$ cat src/hw/rtl/two_class_priority_queue_stats_defines.svh
// Assertion macros for the two-class priority queue statistics block
`ifndef TWO_CLASS_PRIORITY_QUEUE_STATS_DEFINES_SVH
`define TWO_CLASS_PRIORITY_QUEUE_STATS_DEFINES_SVH
`ifndef SYNTHESIS
// Same-cycle implication
`define TCPQS_ASSERT_IMP(lbl, clk, rst_n, ante, cons) \
    lbl: assert property (@(posedge clk) disable iff (!rst_n) (ante) |-> (cons)) \
        else $error("tcpqs assertion failed");
// Next-cycle implication
`define TCPQS_ASSERT_NXT(lbl, clk, rst_n, ante, cons) \
    lbl: assert property (@(posedge clk) disable iff (!rst_n) (ante) |=> (cons)) \
        else $error("tcpqs assertion failed");
`else
`define TCPQS_ASSERT_IMP(lbl, clk, rst_n, ante, cons)
`define TCPQS_ASSERT_NXT(lbl, clk, rst_n, ante, cons)
`endif
`endif

$ cat src/hw/rtl/tcpqs_pkg.sv
// Shared types and constants of the two-class priority queue statistics block
`default_nettype none
package tcpqs_pkg;

    localparam int LIM_W = 7;
    localparam int CNT_W = 32;
    localparam int SUM_W = 64;
    localparam int OCC_OUT_W = 7;

    localparam logic [LIM_W-1:0] LIMIT_RESET = 7'd49;

    // event commands
    localparam logic [1:0] CMD_ARRIVE = 2'd0;
    localparam logic [1:0] CMD_DEPART = 2'd1;
    localparam logic [1:0] CMD_READ   = 2'd2;
    localparam logic [1:0] CMD_NONE   = 2'd3;

    // result outcomes
    localparam logic [2:0] OUT_SERVED   = 3'd0;
    localparam logic [2:0] OUT_QUEUED   = 3'd1;
    localparam logic [2:0] OUT_BLOCKED  = 3'd2;
    localparam logic [2:0] OUT_NEXT     = 3'd3;
    localparam logic [2:0] OUT_DEP_IDLE = 3'd4;
    localparam logic [2:0] OUT_IDLE_DEP = 3'd5;
    localparam logic [2:0] OUT_STAT     = 3'd6;

    // statistic kinds (index is kind * 2 + class)
    localparam logic [3:0] KIND_SOJ_SUM = 4'd4;
    localparam logic [3:0] KIND_SYS_OCC = 4'd8;
    localparam logic [3:0] KIND_Q_OCC   = 4'd9;

    typedef enum logic [2:0] {
        S_IDLE = 3'b001,
        S_MUL  = 3'b010,
        S_UPD  = 3'b100
    } t_state;

    typedef struct packed {
        logic capture;
        logic mul;
        logic upd;
    } t_dp_ctl;

    typedef struct packed {
        logic out_free;
        logic cmd_none;
    } t_dp_sts;

endpackage
`default_nettype wire

$ cat src/hw/rtl/tcpqs_ctrl.sv
// Controller state machine: accept, multiply, update sequencing
`default_nettype none
module tcpqs_ctrl
    import tcpqs_pkg::*;
(
    input  wire logic    i_clk,
    input  wire logic    i_rst_n,
    input  wire logic    i_in_valid,
    input  wire t_dp_sts i_sts,
    output logic         o_in_ready,
    output t_dp_ctl      o_ctl
);

    t_state r_state, n_state;

    // next state
    always_comb begin
        n_state = r_state;
        unique case (r_state)
            S_IDLE: begin
                if (i_in_valid && !i_sts.cmd_none) n_state = S_MUL;
            end
            S_MUL: n_state = S_UPD;
            S_UPD: begin
                if (i_sts.out_free) n_state = S_IDLE;
            end
            default: n_state = S_IDLE;
        endcase
    end

    always_ff @(posedge i_clk) begin
        if (!i_rst_n) r_state <= S_IDLE;
        else          r_state <= n_state;
    end

    // drive datapath commands
    assign o_in_ready    = (r_state == S_IDLE);
    assign o_ctl.capture = o_in_ready && i_in_valid;
    assign o_ctl.mul     = (r_state == S_MUL);
    assign o_ctl.upd     = (r_state == S_UPD) && i_sts.out_free;

endmodule
`default_nettype wire

$ cat config.mk
export PLATFORM = sky130hd
export DESIGN_NAME = tcpqs_ctrl
export DESIGN_NICKNAME = d
export VERILOG_FILES = /design/src/hw/rtl/two_class_priority_queue_stats_defines.svh /design/src/hw/rtl/tcpqs_pkg.sv /design/src/hw/rtl/tcpqs_ctrl.sv
export SDC_FILE = /design/constraint.sdc
export NUM_CORES = 1
export LEC_CHECK = 0
export BUFFER_PORTS_ARGS = -buffer_cell sky130_fd_sc_hd__clkbuf_2
export CORE_AREA = 2 2 39 41
export CTS_BUF_LIST = sky130_fd_sc_hd__clkbuf_4
export CTS_CLUSTER_DIAMETER = 40
export DETAILED_ROUTE_END_ITERATION = 7
export DIE_AREA = 0 0 41 43
export MAX_ROUTING_LAYER = met4
export RECOVER_POWER = 100
export SYNTH_ARGS = -nofsm -noshare
export SYNTH_HDL_FRONTEND = slang
export SYNTH_SLANG_ARGS = --single-unit
$ cat constraint.sdc
create_clock -name i_clk -period 1.2 [get_ports i_clk]
set_input_delay 0.24 -clock i_clk [delete_from_list [all_inputs] [get_ports i_clk]]
set_output_delay 0.24 -clock i_clk [all_outputs]
set_load 0.05 [all_outputs]
# Word-level counts from Yosys, hierarchy flattened
# Index checks and enable logic that the tools add are counted.
# totals
register_bits	3
n_memories	0
mem_bits_ro	0
latchBits	0
in_bits	5
ram_bits	0
wordCells	14
# op_classes
shift	0
eq_ne	5
n_mul	0
bitwise_logic	0
order_cmp	0
div_mod_pow	0
n_reduce_logical	5
mux	3
add_sub_neg	0
# op_table
operator	n
3-bit one-hot mux with 3 select lines	1
3-bit two-way mux	2
3-bit by 1-bit == test with 1-bit output (second input constant)	1
3-bit by 2-bit == test with 1-bit output (second input constant)	1
3-bit == test (second input constant)	1
1-bit logical AND	3
2-bit by 1-bit inequality test with 1-bit output (second input constant)	1
2-bit inequality test (second input constant)	1
2-bit AND reduction	1
1-bit logical NOT	1

# Logic depth before layout (Yosys ltp)
# Gate-level depths: netlist of run 1.
# logic_depth
depth_word	4
mapped_depth	3
mapped_depth_nobuf	3

# Worst setup path after synthesis of run 1
# Ideal clock, no wire load.
# synth_path
path_type	register -> output
from	reg r_state[0]
to	out o_ctl[2] (netlist name)
n_path_buf	0
slack_ns	-0.553
t_required_ns	0.960
path_stages_with_launch	3
t_arrival_ns	1.513
cell_sequence	dfxtp_1 > nor3b_2 > and2_2
# synth_lines
element	line	rtl
start, declared	tcpqs_ctrl.sv:14	t_state r_state, n_state;
start signal, assigned	tcpqs_ctrl.sv:33	else r_state <= n_state;
end, declared	tcpqs_ctrl.sv:11	output t_dp_ctl o_ctl

==> results of run 1 <==
[power by group]
part / total [W] / switching, W / internal, W / leakage, nW
registers: 0.000107 / 0.00000433 / 0.000103 / 0.0254
clock network: 0.000197 / 0.0000504 / 0.000147 / 0.0184
logic: 0.0000768 / 0.0000358 / 0.0000410 / 0.104
total: 0.000381 / 0.0000905 / 0.000291 / 0.147
[final cells by class]
cell class              count  area (um^2)
well taps                  16         20.0
flip-flops and latches      3         66.3
repair buffers             12          111
clock buffers               4         30.0
fillers                   164         1040
multi-input cells          13          111
[path summary, 6_finish.rpt]
path	to	slack, ns	cells past startpoint
min	r_state[0]$_SDFFE_PN1P_	0.23	2
max	o_ctl[2]	-0.15	3
max reg2reg	r_state[0]$_SDFFE_PN1P_	0.19	3
min reg2reg	r_state[2]$_SDFFE_PN0P_	0.53	2
[layer usage]
layer  up-vias  track usage (%)  routed length, um
li1         92                -                  -
met1        83             4.15                166
met2         5             9.06                212
met3         0             3.14                 29
met4         0             8.00                  0
met5         -                -                  0
[critical path, cell delays in order (launching register included)]
cell and delay, ns:
dfxtp_2 0.34, nor3b_4 0.22, and2_4 0.17, clkbuf_16 0.15
[logic make-up after synthesis]
kind of cell | Yosys count
AO/OA/AOI/OAI | 2
flip-flops | 3
buffers and inverters | 1
multiplexers | 1
AND/OR/NAND/NOR | 10
[through the flow]
step           std cells  utilization [%]   TNS, ns
6_report              48             24.5    -0.377
5_1_grt               48             24.5    -0.597
4_1_cts               48             24.2    -0.432
3_5_place_dp          43             18.6   -0.0122
3_3_place_gp          43             18.6  -0.00625
2_1_floorplan         17                -    -0.264
[cells in the mapped netlist]
master     instances  area (um^2)
nor4b_1            1         8.76
nor2_1             2         7.51
nor3b_2            1         12.5
and4bb_2           1         12.5
a21oi_1            1         5.00
nand2b_1           1         6.26
nor3b_1            1         7.51
buf_4              1         7.51
and2_2             1         7.51
nand4bb_1          1         11.3
dfxtp_1            3         60.1
o21ai_0            1         5.00
mux2i_1            1         10.0
and4b_1            1         10.0
[repair_timing]
action	in CTS	in global routing
hold endpoints to repair	0	0
gates resized for setup	8	2
setup endpoints to repair	4	4
buffers inserted	1	0
pin swaps	1	1
hold buffers	0	0
==> metrics.md, run 1 <==
| Metric | Value |
|---|---|
| Number of max-slew violations in the final report | `0` |
| Area grow syn2layout | `97.8%` |
| Maximum vdd drop | `306 uV` |
| Synth unique cells | `14` |
| Clock buffer depth | `2` |
| Final number of setup-violating endpoints | `4` |
| Starting density of the core | `12.4%` |
| Root buffer cell | `clkbuf_4` |
| Max reg flops | `3` |
| Post-synthesis simple-gate area fraction | `48.9%` |
| XOR/XNOR Fraction of Synth Area | `0%` |
| #FFs+latches synth | `3` |
| Drt first pass iters | `1` |
| Number of remaining DRC errors | `0` |
| I/O pin count | `9` |
| Most common cell after layout, fill and taps aside | `clkbuf_4` |
| Largest family of logic cells by synthesized area | `simple AND/OR/NAND/NOR gates` |
| DPL Wire Length | `319 um` |
| Setup crit start | `r_state[1]$_SDFFE_PN0P_` |
| Setup WS post-layout | `-0.149 ns` |
| Nets | `38` |
| Gpl congestion | `0.644` |
| Startpoint Class | `register` |
| Place WS | `-0.0122 ns` |
| Congestion Overflow GR | `0` |
| Slew @ Worst Pin | `0.228 ns` |
| Crit path kind | `register to primary output` |
| Post-DR vias/cell | `3.75` |
| Pleak | `0.147 nW` |
| Dpl cell area | `258 um^2` |
| Die ar. | `1760 um^2` |
| Adder-cell share of the synthesized area | `0%` |
| F_max | `741 MHz` |
| First-pass GRT wire length | `641 um` |
| CTS tree | `done` |
| HP Start | `i_rst_n` |
| CORE AREA | `1380 um^2` |
| Power density over cell area | `1120 nW/um^2` |
| Seq/Total Area, Yosys | `35.0%` |
| Drt total wl | `408 um` |
| Max_slew headroom | `84.6%` |
| Yosys warning count | `0` |
| Hold Slack | `0.227 ns` |
| Mean post-synth cell area | `10.1 um^2` |
| H-tree levels | `1` |
| WP data required | `0.96 ns` |
| Die Width | `41 um` |
| Post-synthesis compound-gate area fraction | `5.84%` |
| Clock Latency Late Sink | `0.23 ns` |
| Initial antenna violation count | `0` |
| Cell count after synthesis | `17` |
| Overall die height | `43 um` |
| Per-cell routed wire length | `8.50 um` |
| Mux cell area share after synthesis | `5.84%` |
| Max Cap Viol | `0` |
| Final Skew | `0.00101 ns` |
| Final period util | `112%` |
| Post-Layout Inst Area | `339 um^2` |
| Row cnt | `14` |
| Critical Path Sink Type | `primary output` |
| RSZ-0062 raised after global routing | `yes` |
| Mapped Nets | `22` |
| Most frequent cells in the layout | `clkbuf_4, clkbuf_2, buf_4` |
| Share of post-route cells with drive strength above 1 | `68.8%` |
| Vias post-DR | `180` |
| Ant. Diodes | `0` |
| Max FO, Critical Path | `5` |
| Total power | `0.000381 W` |
| Worst Hold Class | `input port to register` |
| Hold Violations, Final | `0` |
| Global Route Usage Sum | `6.16%` |
| Routed Antenna Nets | `0` |
| Clock sinks | `3` |
| Clock-pin transition on the worst setup and hold timing paths | `0.04 ns` |
| Iter 0 DRT Violations | `0` |
| Largest net degree at the start of global routing | `6` |
| Top reg by flops | `r_state` |
| IO buf count | `8` |
| Largest regs | `r_state (3)` |
| Minimum clock period | `1.35 ns` |
| Cell area after synthesis | `171 um^2` |
| Data arrival, critical path | `1.11 ns` |
| Status | `finished, violations left` |
| Vias in the first global route | `189` |
| Failing checks | `setup timing` |
| CTS buffer count | `3` |
| R2r startpoint | `r_state[0]$_SDFFE_PN1P_` |
No activity file was read; power rests on OpenSTA's default activity.
==> run 2, diff against run 1 <==
==> constraint.sdc (replaced) <==
create_clock -name i_clk -period 1.6 [get_ports i_clk]
set_input_delay 0.32 -clock i_clk [delete_from_list [all_inputs] [get_ports i_clk]]
set_output_delay 0.32 -clock i_clk [all_outputs]
set_load 0.05 [all_outputs]
==> run 2 against run 1 <==
Against the previous run: the run now ends clean; core utilization shrank 5.3 points; sequential cell count stayed put; critical endpoint is now o_ctl[0]; critical path depth decreased by 1; sequential power shrank 23%; via count down 9.4%; first-iteration DRC count unchanged; highest routed layer unchanged.
==> metrics.md, run 2 (same netlist as run 1, synthesis figures left out) <==
| Metric | Value |
|---|---|
| Max FO, Critical Path | `6` |
| Flop pwr share | `30.4%` |
| Maximum vdd drop | `383 uV` |
| Power share of the clock group | `54.0%` |
| Post-DR vias/cell | `3.70` |
| Max Cap Viol | `0` |
| I/O pin count | `9` |
| Area grow syn2layout | `54.7%` |
| Crit path kind | `register to primary output` |
| Cts hold-fix bufs | `0` |
| Vias in the first global route | `173` |
| Status | `complete, no violations` |
| CTS tree | `done` |
| Postcts setup bufs | `0` |
| Largest regs | `r_state (3)` |
| Critical Path Sink Type | `primary output` |
| CTS buffer count | `3` |
| Starting density of the core | `12.4%` |
| Routed Antenna Nets | `0` |
| CORE AREA | `1380 um^2` |
| Startpoint Class | `register` |
| Final period util | `95.4%` |
| Minimum clock period | `1.53 ns` |
| Overall die height | `43 um` |
| Most frequent cells in the layout | `clkbuf_2, clkbuf_4, nor2_1, dfxtp_1` |
| NetSw | `0.0000631 W` |
| Power density over cell area | `1020 nW/um^2` |
| Clock sinks | `3` |
| DP Cell Count | `40` |
| Final number of setup-violating endpoints | `0` |
| Initial antenna violation count | `0` |
| Sw frac | `23.4%` |
| Clock-pin transition on the worst setup and hold timing paths | `0.04 ns` |
| Clock buffer depth | `2` |
| H-tree levels | `1` |
| Non-Filler Instances | `44` |
| Place WS | `0.231 ns` |
| Drt total wl | `348 um` |
| Congestion Overflow GR | `0` |
| Largest net degree at the start of global routing | `8` |
| Data arrival, critical path | `1.21 ns` |
| Die Width | `41 um` |
| Setup_tns | `0 ns` |
| Max reg flops | `3` |
| Root buffer cell | `clkbuf_4` |
| P_int | `0.000206 W` |
| Gpl congestion | `0.622` |
| IO buf count | `8` |
| WP data required | `1.28 ns` |
| Clock Latency Late Sink | `0.23 ns` |
| Iter 0 DRT Violations | `0` |
| RSZ-0062 raised after global routing | `no` |
| Ant. Diodes | `0` |
| Number of remaining DRC errors | `0` |
| Global Route Usage Sum | `5.86%` |
| Combinational Power Share | `15.6%` |
| First-pass GRT wire length | `607 um` |
| Worst Hold Class | `input port to register` |
| Share of post-route cells with drive strength above 1 | `57.1%` |
| Max_slew headroom | `81.7%` |
| Per-cell routed wire length | `7.91 um` |
| Pleak | `0.114 nW` |
| Setup WS post-layout | `0.0741 ns` |
| Nets | `34` |
| Hold Violations, Final | `0` |
| Top reg by flops | `r_state` |
| Vias post-DR | `163` |
| Slew @ Worst Pin | `0.275 ns` |
| Drt first pass iters | `1` |
| Most common cell after layout, fill and taps aside | `clkbuf_2` |
| Fillers | `166` |
| Number of max-slew violations in the final report | `0` |
| F_max | `655 MHz` |
| Die ar. | `1760 um^2` |
| Final Skew | `0.00104 ns` |
| Row cnt | `14` |
run 2: cell count changes in the layout (fill, tap and decap cells not counted), sizes merged:
cell / change
buf: -4
run 2: layout make-up:
type	count	area (um^2)	share of cell area (%)
well taps	16	20.0	7.55
clock buffers	4	30.0	11.3
repair buffers	8	42.5	16.0
flip-flops and latches	3	61.3	23.1
multi-input cells	13	111	42.0
run 2: through the flow:
stage                     hold slack (ns)  utilization (%)  cell area, um^2  power (W)
after floorplan                     0.396                -              179   0.000112
after global placement              0.515             16.7              231   0.000124
after detailed placement            0.514             16.7              231   0.000124
after CTS                           0.293             19.1              264   0.000274
after global routing                0.322             19.2              265   0.000287
final                               0.292             19.2              265   0.000269
run 2: final timing paths:
check	start	endpoint	slack, ns	depth (start not counted)
worst max register to register	r_state[2]$_SDFFE_PN0P_	r_state[0]$_SDFFE_PN1P_	0.65	2
worst max-delay path	r_state[2]$_SDFFE_PN0P_	o_ctl[0]	0.07	2
worst min-delay path	i_rst_n	r_state[0]$_SDFFE_PN1P_	0.29	2
worst min register to register	r_state[0]$_SDFFE_PN1P_	r_state[2]$_SDFFE_PN0P_	0.46	1
run 2: repair_timing:
action,4_1_cts,5_1_grt
setup endpoints to repair,1,2
resized for setup,1,2
pin swaps,0,1
run 2: routing by layer:
metal	track usage [%]	routed length, um
met1	4.49	136
met2	7.81	185
met3	4.71	26
met4	6.00	0
met5	-	0
run 2: worst max-delay path: stages (launching register included):
cell	delay, ns
dfxtp_1	0.45
and4bb_2	0.26
clkbuf_2	0.27
run 2: power by group through the flow:
stage          clock (W)  combinational, W  sequential, W
6_report        0.000145         0.0000419      0.0000819
5_1_grt         0.000158         0.0000459      0.0000825
4_1_cts         0.000151         0.0000418      0.0000817
3_5_place_dp           0         0.0000408      0.0000828
3_3_place_gp           0         0.0000407      0.0000828
2_1_floorplan          0         0.0000301      0.0000819
==> run 3, diff against run 2 <==
--- a/config.mk
+++ b/config.mk
@@ -12,6 +12,7 @@
 export DETAILED_ROUTE_END_ITERATION = 7
 export DIE_AREA = 0 0 41 43
 export MAX_ROUTING_LAYER = met4
+export PLACE_DENSITY = 0.4
 export RECOVER_POWER = 100
 export SYNTH_ARGS = -nofsm -noshare
 export SYNTH_HDL_FRONTEND = slang
==> run 3 against run 2 <==
Against the previous run: fmax down 1.3%; final cell count unchanged; count of clock-buffer cells in the layout unchanged; first-iteration DRC count unchanged; clock power about the same; critical path depth up 1; sequential cell count stayed put; register-to-register slack worse by 0.02 ns; core utilization is the same; largest cell class unchanged.
==> metrics.md, run 3 (same netlist as run 1, synthesis figures left out) <==
| Metric | Value |
|---|---|
| Die Width | `41 um` |
| Global Route Usage Sum | `6.06%` |
| Drt total wl | `430 um` |
| Largest net degree at the start of global routing | `8` |
| First-pass GRT wire length | `641 um` |
| Startpoint Class | `register` |
| Overall die height | `43 um` |
| WP data required | `1.28 ns` |
| CTS tree | `done` |
| Ant. Diodes | `0` |
| Clock buffer depth | `2` |
| CTS buffer count | `3` |
| Share of post-route cells with drive strength above 1 | `57.1%` |
| Final period util | `96.7%` |
| Pleak | `0.115 nW` |
| Max_slew headroom | `81.9%` |
| Die ar. | `1760 um^2` |
| Slew @ Worst Pin | `0.272 ns` |
| Congestion Overflow GR | `0` |
| Clock sinks | `3` |
| Drt first pass iters | `1` |
| Crit path kind | `register to primary output` |
| Root buffer cell | `clkbuf_4` |
| Place WS | `0.202 ns` |
| Setup_tns | `0 ns` |
| Non-Filler Instances | `44` |
| Row cnt | `14` |
| Max reg flops | `3` |
| Nets | `34` |
| Power density over cell area | `1030 nW/um^2` |
| Max Cap Viol | `0` |
| Worst Hold Class | `input port to register` |
| CORE AREA | `1380 um^2` |
| Minimum clock period | `1.55 ns` |
| Starting density of the core | `12.4%` |
| Maximum vdd drop | `299 uV` |
| Status | `complete, no violations` |
| Initial antenna violation count | `0` |
| Data arrival, critical path | `1.23 ns` |
| Per-cell routed wire length | `9.77 um` |
| Critical Path Sink Type | `primary output` |
| Number of remaining DRC errors | `0` |
| Final number of setup-violating endpoints | `0` |
| IO buf count | `8` |
| Setup WS post-layout | `0.0535 ns` |
| Postcts setup bufs | `0` |
| Vias post-DR | `166` |
| Largest regs | `r_state (3)` |
| Hold Violations, Final | `0` |
| Layout Utilization | `19.2%` |
| DP Cell Count | `40` |
| Vias in the first global route | `172` |
| Top reg by flops | `r_state` |
| Most common cell after layout, fill and taps aside | `clkbuf_2` |
| Max FO, Critical Path | `6` |
| Routed Antenna Nets | `0` |
| Number of max-slew violations in the final report | `0` |
| Post-DR vias/cell | `3.77` |
| F_max | `647 MHz` |
| Hold Slack | `0.305 ns` |
| Most frequent cells in the layout | `clkbuf_2, clkbuf_4, nor2_1, dfxtp_1` |
| H-tree levels | `1` |
| Iter 0 DRT Violations | `0` |
| Area grow syn2layout | `54.7%` |
| RSZ-0062 raised after global routing | `no` |
| Clock-pin transition on the worst setup and hold timing paths | `0.04 ns` |
| Clock Latency Late Sink | `0.23 ns` |
| Final Skew | `0.000765 ns` |
| Gpl congestion | `0.621` |
| I/O pin count | `9` |
[run 3: cell types whose count changed in the layout (fill, tap and decap cells not counted)]
cell,change
clkbuf_4,+1
buf_2,+1
buf_4,-1
clkbuf_2,-1
[run 3: cell type report]
type | instances | area [um^2]
Tap cell | 16 | 20.0
Sequential cell | 3 | 61.3
Fill cell | 152 | 1120
Multi-Input combinational cell | 13 | 111
Clock buffer | 4 | 30.0
Timing Repair Buffer | 8 | 42.5
[run 3: timing repair]
| item | 4_1_cts | 5_1_grt |
|---|---|---|
| endpoints found under the setup margin | 1 | 1 |
| gates resized for setup | 2 | 1 |
| hold buffers | 0 | 0 |
| endpoints found under the hold margin | 0 | 0 |
[run 3: worst paths after layout]
path | start | endpoint | slack [ns] | depth (start not counted)
max | r_state[2]$_SDFFE_PN0P_ | o_ctl[2] | 0.05 | 3
min | i_rst_n | r_state[0]$_SDFFE_PN1P_ | 0.31 | 2
max reg2reg | r_state[2]$_SDFFE_PN0P_ | r_state[0]$_SDFFE_PN1P_ | 0.63 | 2
min reg2reg | r_state[0]$_SDFFE_PN1P_ | r_state[2]$_SDFFE_PN0P_ | 0.47 | 1
[run 3: where the power goes]
part           leakage [nW]  internal [W]  switching, W  total (W)
Combinational        0.0723     0.0000177     0.0000247  0.0000424
Sequential           0.0241     0.0000779    0.00000423  0.0000821
Clock                0.0184      0.000110     0.0000374   0.000148
[run 3: layer usage]
metal,vias up,share of wire [%],global-route usage (%)
li1,86,-,-
met1,71,48,7.37
met2,9,38,6.25
met3,0,14,3.66
met4,0,0,6.00
met5,-,0,-
[run 3: critical path, stage by stage (launching register included)]
cell and delay, ns:
dfxtp_1 0.37, nor3b_4 0.24, and2_4 0.16, clkbuf_4 0.22
[run 3: metrics by stage]
stage / instance area, um^2 / total power, W
2_1_floorplan: 179 / 0.000112
3_3_place_gp: 231 / 0.000124
3_5_place_dp: 231 / 0.000125
4_1_cts: 265 / 0.000283
5_1_grt: 265 / 0.000293
6_report: 265 / 0.000272
